## src/rtl/hsl2rgb_pkg.sv

```systemverilog
// ----------------------------------------------------------------------------
// hsl2rgb_pkg
// Shared constants and types of the hsl to rgb converter pipeline.
// ----------------------------------------------------------------------------
package hsl2rgb_pkg;

	localparam int FRACTION_BITS = 12;
	localparam int IBITS         = 16;
	localparam int UNIT_W        = IBITS + 1;
	localparam int T_W           = UNIT_W + 2;
	localparam int SLOPE_W       = 14;
	localparam int PROD_W        = UNIT_W + SLOPE_W;
	localparam int VAL_W         = UNIT_W + 1;

	localparam logic [UNIT_W-1:0] ONE_U        = UNIT_W'(1 << IBITS);
	localparam logic [UNIT_W-1:0] THIRD_U      = UNIT_W'(21845);
	localparam logic [UNIT_W-1:0] SIXTH_U      = UNIT_W'(10922);
	localparam logic [UNIT_W-1:0] HALF_U       = UNIT_W'(32768);
	localparam logic [UNIT_W-1:0] TWO_THIRDS_U = UNIT_W'(43690);

	typedef enum logic [1:0] {
		SEG_RISE,
		SEG_HIGH,
		SEG_FALL,
		SEG_LOW
	} seg_t;

	typedef struct packed {
		logic [UNIT_W-1:0] p;
		logic [UNIT_W-1:0] q;
		logic [UNIT_W-1:0] d;
	} ramp_pqd_t;

endpackage

```

## src/rtl/hsl2rgb_core.sv

```systemverilog
// each item passes the registered stages s1 to s7 between input accept and output valid
// throughput: one item per cycle, the whole pipeline holds while an item waits at the output
// with m_axis_tready low
// the longest stage is one 17 x 17 multiply (lightness times saturation)
// reset clears all stage valid bits, payload registers are not reset
// ----------------------------------------------------------------------------
// hsl_to_rgb_converter_core
// HSL pixel to 8-bit RGB, fixed point, seven-stage stream pipeline.
// ----------------------------------------------------------------------------
module hsl_to_rgb_converter_core
	import hsl2rgb_pkg::*;
(
	input  logic        clk,
	input  logic        arst_n,
	input  logic        s_axis_tvalid,
	output logic        s_axis_tready,
	input  logic [47:0] s_axis_tdata,   // hue, saturation, lightness
	output logic        m_axis_tvalid,
	input  logic        m_axis_tready,
	output logic [23:0] m_axis_tdata    // red, green, blue
);

	localparam int SHIFT = IBITS - FRACTION_BITS;
	localparam logic signed [17:0] ONE_IN_S = 18'(1 << FRACTION_BITS);
	localparam logic signed [T_W-1:0] THIRD_S = T_W'(THIRD_U);

	logic en;
	logic vld_s1, vld_s2, vld_s3, vld_s4, vld_s5, vld_s6, vld_s7;

	logic [UNIT_W-1:0]   h_s1, s_s1, l_s1;
	logic [UNIT_W-1:0]   h_s2, s_s2, l_s2;
	logic [2*UNIT_W-1:0] ls_s2;

	logic [UNIT_W-1:0]        m_c;
	logic [T_W-1:0]           q_w;
	logic [UNIT_W-1:0]        q_c;
	logic signed [T_W-1:0]    p_w;
	logic [UNIT_W-1:0]        p_c;
	logic signed [T_W-1:0]    d_w;
	logic [UNIT_W-1:0]        d_c;
	logic signed [T_W-1:0]    hx_c;

	ramp_pqd_t         pqd_s3;
	logic [UNIT_W-1:0] tr_s3, tg_s3, tb_s3;
	logic [7:0]        red, green, blue;

	function automatic logic [UNIT_W-1:0] load_unit(input logic signed [15:0] raw);
		logic signed [16:0] v;
		logic [UNIT_W-1:0]  c;
		v = {raw[15], raw};
		if (v < 0) begin
			c = '0;
		end else if (v > ONE_IN_S) begin
			c = UNIT_W'(ONE_IN_S);
		end else begin
			c = UNIT_W'(v[15:0]);
		end
		return c << SHIFT;
	endfunction

	function automatic logic [UNIT_W-1:0] wrap_t(input logic signed [T_W-1:0] t);
		logic signed [T_W-1:0] r;
		if (t < 0) begin
			r = t + T_W'(ONE_U);
		end else if (t > T_W'(ONE_U)) begin
			r = t - T_W'(ONE_U);
		end else begin
			r = t;
		end
		return r[UNIT_W-1:0];
	endfunction

	assign en            = !vld_s7 || m_axis_tready;
	assign s_axis_tready = en;
	assign m_axis_tvalid = vld_s7;
	assign m_axis_tdata  = {blue, green, red};

	always_ff @(posedge clk or negedge arst_n) begin
		if (!arst_n) begin
			vld_s1 <= 1'b0;
			vld_s2 <= 1'b0;
			vld_s3 <= 1'b0;
			vld_s4 <= 1'b0;
			vld_s5 <= 1'b0;
			vld_s6 <= 1'b0;
			vld_s7 <= 1'b0;
		end else if (en) begin
			vld_s1 <= s_axis_tvalid;
			vld_s2 <= vld_s1;
			vld_s3 <= vld_s2;
			vld_s4 <= vld_s3;
			vld_s5 <= vld_s4;
			vld_s6 <= vld_s5;
			vld_s7 <= vld_s6;
		end
	end

	// clamp to 0..1 and move to 16 fraction bits
	always_ff @(posedge clk) begin
		if (en) begin
			h_s1 <= load_unit(s_axis_tdata[15:0]);
			s_s1 <= load_unit(s_axis_tdata[31:16]);
			l_s1 <= load_unit(s_axis_tdata[47:32]);
		end
	end

	always_ff @(posedge clk) begin
		if (en) begin
			ls_s2 <= (2*UNIT_W)'(l_s1) * (2*UNIT_W)'(s_s1);
			h_s2  <= h_s1;
			s_s2  <= s_s1;
			l_s2  <= l_s1;
		end
	end

	// q, p and q - p, with p and q - p clamped at zero
	always_comb begin
		m_c = ls_s2[IBITS+UNIT_W-1:IBITS];
		if (l_s2 < HALF_U) begin
			q_w = T_W'(l_s2) + T_W'(m_c);
		end else begin
			q_w = T_W'(l_s2) + T_W'(s_s2) - T_W'(m_c);
		end
		q_c  = q_w[UNIT_W-1:0];
		p_w  = T_W'({l_s2, 1'b0}) - T_W'(q_c);
		p_c  = (p_w < 0) ? '0 : p_w[UNIT_W-1:0];
		d_w  = T_W'(q_c) - T_W'(p_c);
		d_c  = (d_w < 0) ? '0 : d_w[UNIT_W-1:0];
		hx_c = T_W'(h_s2);
	end

	always_ff @(posedge clk) begin
		if (en) begin
			pqd_s3.p <= p_c;
			pqd_s3.q <= q_c;
			pqd_s3.d <= d_c;
			tr_s3    <= wrap_t(hx_c + THIRD_S);
			tg_s3    <= wrap_t(hx_c);
			tb_s3    <= wrap_t(hx_c - THIRD_S);
		end
	end

	hsl2rgb_chan u_red (
		.clk  (clk),
		.en   (en),
		.pqd  (pqd_s3),
		.t    (tr_s3),
		.chan (red)
	);

	hsl2rgb_chan u_green (
		.clk  (clk),
		.en   (en),
		.pqd  (pqd_s3),
		.t    (tg_s3),
		.chan (green)
	);

	hsl2rgb_chan u_blue (
		.clk  (clk),
		.en   (en),
		.pqd  (pqd_s3),
		.t    (tb_s3),
		.chan (blue)
	);

endmodule

```

## src/rtl/hsl2rgb_chan.sv

```systemverilog
// ----------------------------------------------------------------------------
// hsl2rgb_chan
// One color channel: hue ramp at a wrapped position, scaled to 8 bits.
// Four register stages, advanced by a shared enable.
// ----------------------------------------------------------------------------
module hsl2rgb_chan
	import hsl2rgb_pkg::*;
(
	input  logic              clk,
	input  logic              en,
	input  ramp_pqd_t         pqd,
	input  logic [UNIT_W-1:0] t,
	output logic [7:0]        chan
);

	localparam int SIX_W = PROD_W + 3;
	localparam int X_W   = VAL_W + 9;

	seg_t               seg_c;
	logic [SLOPE_W-1:0] u_c;

	seg_t               seg_s4;
	logic [SLOPE_W-1:0] u_s4;
	ramp_pqd_t          pqd_s4;

	seg_t               seg_s5;
	logic [PROD_W-1:0]  prod_s5;
	logic [UNIT_W-1:0]  p_s5;
	logic [UNIT_W-1:0]  q_s5;

	logic [SIX_W-1:0]   six_c;
	logic [VAL_W-1:0]   v_c;
	logic [VAL_W-1:0]   v_s6;

	logic [X_W-1:0]     x_c;
	logic [X_W-IBITS-1:0] r_c;

	// segment select and slope distance
	always_comb begin
		if (t < SIXTH_U) begin
			seg_c = SEG_RISE;
			u_c   = t[SLOPE_W-1:0];
		end else if (t < HALF_U) begin
			seg_c = SEG_HIGH;
			u_c   = '0;
		end else if (t < TWO_THIRDS_U) begin
			seg_c = SEG_FALL;
			u_c   = SLOPE_W'(TWO_THIRDS_U - t);
		end else begin
			seg_c = SEG_LOW;
			u_c   = '0;
		end
	end

	always_ff @(posedge clk) begin
		if (en) begin
			seg_s4 <= seg_c;
			u_s4   <= u_c;
			pqd_s4 <= pqd;
		end
	end

	always_ff @(posedge clk) begin
		if (en) begin
			seg_s5  <= seg_s4;
			prod_s5 <= PROD_W'(pqd_s4.d) * PROD_W'(u_s4);
			p_s5    <= pqd_s4.p;
			q_s5    <= pqd_s4.q;
		end
	end

	// times six, truncated to 16 fraction bits
	always_comb begin
		six_c = SIX_W'({prod_s5, 2'b00}) + SIX_W'({prod_s5, 1'b0});
		case (seg_s5)
			SEG_RISE: v_c = VAL_W'(p_s5) + six_c[SIX_W-2:IBITS];
			SEG_FALL: v_c = VAL_W'(p_s5) + six_c[SIX_W-2:IBITS];
			SEG_HIGH: v_c = VAL_W'(q_s5);
			SEG_LOW:  v_c = VAL_W'(p_s5);
			default:  v_c = VAL_W'(p_s5);
		endcase
	end

	always_ff @(posedge clk) begin
		if (en) begin
			v_s6 <= v_c;
		end
	end

	// scale by 255, round half up, saturate
	always_comb begin
		x_c = X_W'({v_s6, 8'b0}) - X_W'(v_s6) + X_W'(HALF_U);
		r_c = x_c[X_W-1:IBITS];
	end

	always_ff @(posedge clk) begin
		if (en) begin
			chan <= (r_c > (X_W-IBITS)'(255)) ? 8'hFF : r_c[7:0];
		end
	end

endmodule

```

## config.mk

```make
export PLATFORM = sky130hd
export DESIGN_NAME = hsl_to_rgb_converter_core
export DESIGN_NICKNAME = d
export VERILOG_FILES = /design/src/rtl/hsl2rgb_pkg.sv /design/src/rtl/hsl2rgb_core.sv /design/src/rtl/hsl2rgb_chan.sv
export SDC_FILE = /design/constraint.sdc
export NUM_CORES = 2
export LEC_CHECK = 0
export BUFFER_PORTS_ARGS = -buffer_cell sky130_fd_sc_hd__buf_4
export CORE_MARGIN = 3
export CORE_UTILIZATION = 45
export CTS_CLUSTER_DIAMETER = 200
export DETAILED_ROUTE_END_ITERATION = 12
export PLACE_DENSITY_LB_ADDON = 0.3
export SYNTH_ARGS = -nofsm -noshare
export SYNTH_HDL_FRONTEND = slang
export SYNTH_SLANG_ARGS = --single-unit
```

## constraint.sdc

```tcl
create_clock -name clk -period 27.3 [get_ports clk]
set_input_delay 2.73 -clock clk [delete_from_list [all_inputs] [get_ports clk]]
set_output_delay 2.73 -clock clk [all_outputs]
set_load 0.01 [all_outputs]
```

==> flow_metrics.env <==
export IMPL_status="completed"
export IMPL_critPathArrivalTime_ns=7.77
export IMPL_startpoint_type="register"
export IMPL_drtIter0Drc=1796
export IMPL_synth_most_common_cell="inv_1"
export IMPL_area_delta_synth_final_pct=7.52
export IMPL_crit_type="reg -> reg"
export IMPL_drtAntennaViolNets=0
export IMPL_syn_inst=5199
export IMPL_timing_final_crit_share_pct=27.0
export IMPL_grt_max_degree=114
export IMPL_h_tree_depth=2
export IMPL_initial_core_util_pct=45.6
export IMPL_crit_buf_inv=0
export IMPL_vias=35527
export IMPL_drt_pass1_iter_count=6
export IMPL_path_common_cell="a21oi_1"
export IMPL_root_buffer="clkbuf_16"
export IMPL_synth_ff_type="edfxtp_1"
export IMPL_slowest_delay_ns=0.48
export IMPL_reg2reg_depth=29
export IMPL_reg2reg_to="pqd_s3[3]"
export IMPL_viasPerCell=5.25
export IMPL_path_delay_family="compound AO/OA/AOI/OAI gates"
export IMPL_worstPathRequired_ns=27.70
export IMPL_synth_area_um2=53300
export IMPL_cts_repair_resized=0
export IMPL_wirelength_um=115000
export IMPL_r2r_start="l_s2[5]"
export IMPL_clkLatencyLatePin_ns=0.69
export IMPL_antenna_found_initial=3
export IMPL_crit_slowest_cell="fa_1"
export IMPL_die_h_um=350
export IMPL_drive_above_1_share_pct=4.98
export IMPL_setup_tns_final_ns=0
export IMPL_crit_fanout=15
export IMPL_cts_buffers=57
export IMPL_maxCapViolCount=0
export IMPL_num_rows=125
export IMPL_post_route_min_period_ns=7.37
export IMPL_grt_usage_pct=19.3
export IMPL_cts_buffer_depth=3
export IMPL_wl_per_cell_um=17.0
export IMPL_setup_viol=0
export IMPL_io_pins=78
export IMPL_postSynth_asyncResetShare_pct=1.42
export IMPL_synth_edff_count=485
export IMPL_synth_top_area_share_pct=27.3
export IMPL_skew_ns=0.0507
export IMPL_synth_common_cells="inv_1, ha_1, fa_1"
export IMPL_drcViolationCount=0
export IMPL_finalHoldViolCount=0
export IMPL_portBuffers=77
export IMPL_crit_path_end="pqd_s3[3]"
export IMPL_maxSlewHeadroom_pct=25.3
export IMPL_cts_tree="built"
export IMPL_dieArea_um2=123000
export IMPL_cts_reportedPaths_clkPinSlew_ns=0.06
export IMPL_n_antenna_cell=0
export IMPL_ys_types=81
export IMPL_yosysTopAreaCell="edfxtp_1"
export IMPL_overflow=0
export IMPL_synth_nets=6512
export IMPL_dieWidth_um=350
export IMPL_avgSynthCellArea_um2=10.2
export IMPL_hp_class="reg -> reg"
export IMPL_grt_pass1_vias=36720
export IMPL_crit_cells=29
export IMPL_core_area_um2=117000
export IMPL_cts_sinks=492
export IMPL_nNetsFinal=6507
export IMPL_gp_congestion=0.861
export IMPL_synth_warnings=0
export IMPL_ys_ff_latch=492
export IMPL_cp_end_kind="register"
export IMPL_postCtsSetupBuffers=0
export IMPL_maxSlewViolCount=0
export IMPL_netlist_top_cells_area="edfxtp_1, fa_1, ha_1"
export IMPL_critical_path_startpoint="l_s2[5]"
export IMPL_rsz0062_at_grt="false"
export IMPL_grt_pass1_wl_um=189000
export IMPL_dp_hpwl_um=90100
export IMPL_synth_seq_area_share_pct=27.7
export IMPL_r2r_setup_slack_ns=19.93
export IMPL_tightest_slew_ns=1.12
export IMPL_clock_fmax_ghz=0.136
export IMPL_cts_hold_fix_buffers=0
==> flip-flops by register name, summed over array words and instances, names as in the netlist, 18 cells and up <==
name,cells
u_red.v_s6,18
u_green.v_s6,18
u_red.pqd_s4,34
u_red.prod_s5,31
u_blue.prod_s5,31
u_blue.v_s6,18
pqd_s3,51
u_green.prod_s5,30
==> stage by stage <==
| step | setup slack (ns) | std cells | instance area (um^2) | hold slack [ns] | util [%] |
|---|---|---|---|---|---|
| 2_1_floorplan | 12.26 | 5199 | 53300 | 0.400 | - |
| 3_3_place_gp | 20.10 | 6659 | 55300 | 0.401 | 47.3 |
| 3_5_place_dp | 19.93 | 6659 | 55300 | 0.405 | 47.3 |
| 4_1_cts | 19.93 | 6766 | 57300 | 0.405 | 49.0 |
| 5_1_grt | 19.32 | 6766 | 57300 | 0.405 | 49.0 |
| 6_report | 19.93 | 6766 | 57300 | 0.398 | 49.0 |
==> cell type report <==
cell class	count	area, um^2
Fill cell	10509	59600
Multi-Input combinational cell	3708	34700
Sequential cell	492	14700
Inverter	832	3130
Tap cell	1524	1910
Clock buffer	65	1480
Timing Repair Buffer	103	773
Clock inverter	42	489
==> cell usage in the layout (no fill, tap or decap), types with 103 or more instances in the layout <==
| cell | instances |
|---|---|
| nand2_1 | 554 |
| and2_1 | 360 |
| inv_1 | 831 |
| edfxtp_1 | 485 |
| ha_1 | 656 |
| fa_1 | 605 |
| buf_4 | 103 |
| a21oi_1 | 197 |
| xnor2_1 | 177 |
| nor2_1 | 248 |
==> worst min path at each step <==
stage                                start               end  depth (start not counted)
final                     u_blue.seg_s4[1]  u_blue.seg_s5[1]                          0
after floorplan                   h_s1[10]          h_s2[10]                          0
after global placement            h_s1[12]          h_s2[12]                          0
after global routing      u_blue.seg_s4[1]  u_blue.seg_s5[1]                          0
after detailed placement          h_s1[10]          h_s2[10]                          0
after CTS                         h_s1[12]          h_s2[12]                          0
==> per-layer routing <==
| layer | global-route usage (%) | vias to the layer above | part of all wire, % |
|---|---|---|---|
| met3 | 2.65 | 171 | 4.5 |
| met1 | 25.2 | 17596 | 43 |
| met2 | 33.1 | 680 | 49 |
| met5 | 0 | - | 0.023 |
| met4 | 6.29 | 4 | 3.3 |
| li1 | - | 17076 | - |
==> cell families (layout without fill, tap and decap cells) <==
group / Yosys count / after routing / synth area share (%)
buffers and inverters: 999 / 1042 / 7.09
adder cells (fa/ha/maj): 1261 / 1261 / 38.2
AND/OR/NAND/NOR: 1469 / 1469 / 13.4
XOR/XNOR: 260 / 260 / 4.28
multiplexers: 62 / 62 / 1.19
flip-flops: 492 / 492 / 27.7
AO/OA/AOI/OAI: 656 / 656 / 8.19
Power is not shown: default switching activity piles up to over one toggle a cycle in this logic, so the estimate is an artifact.
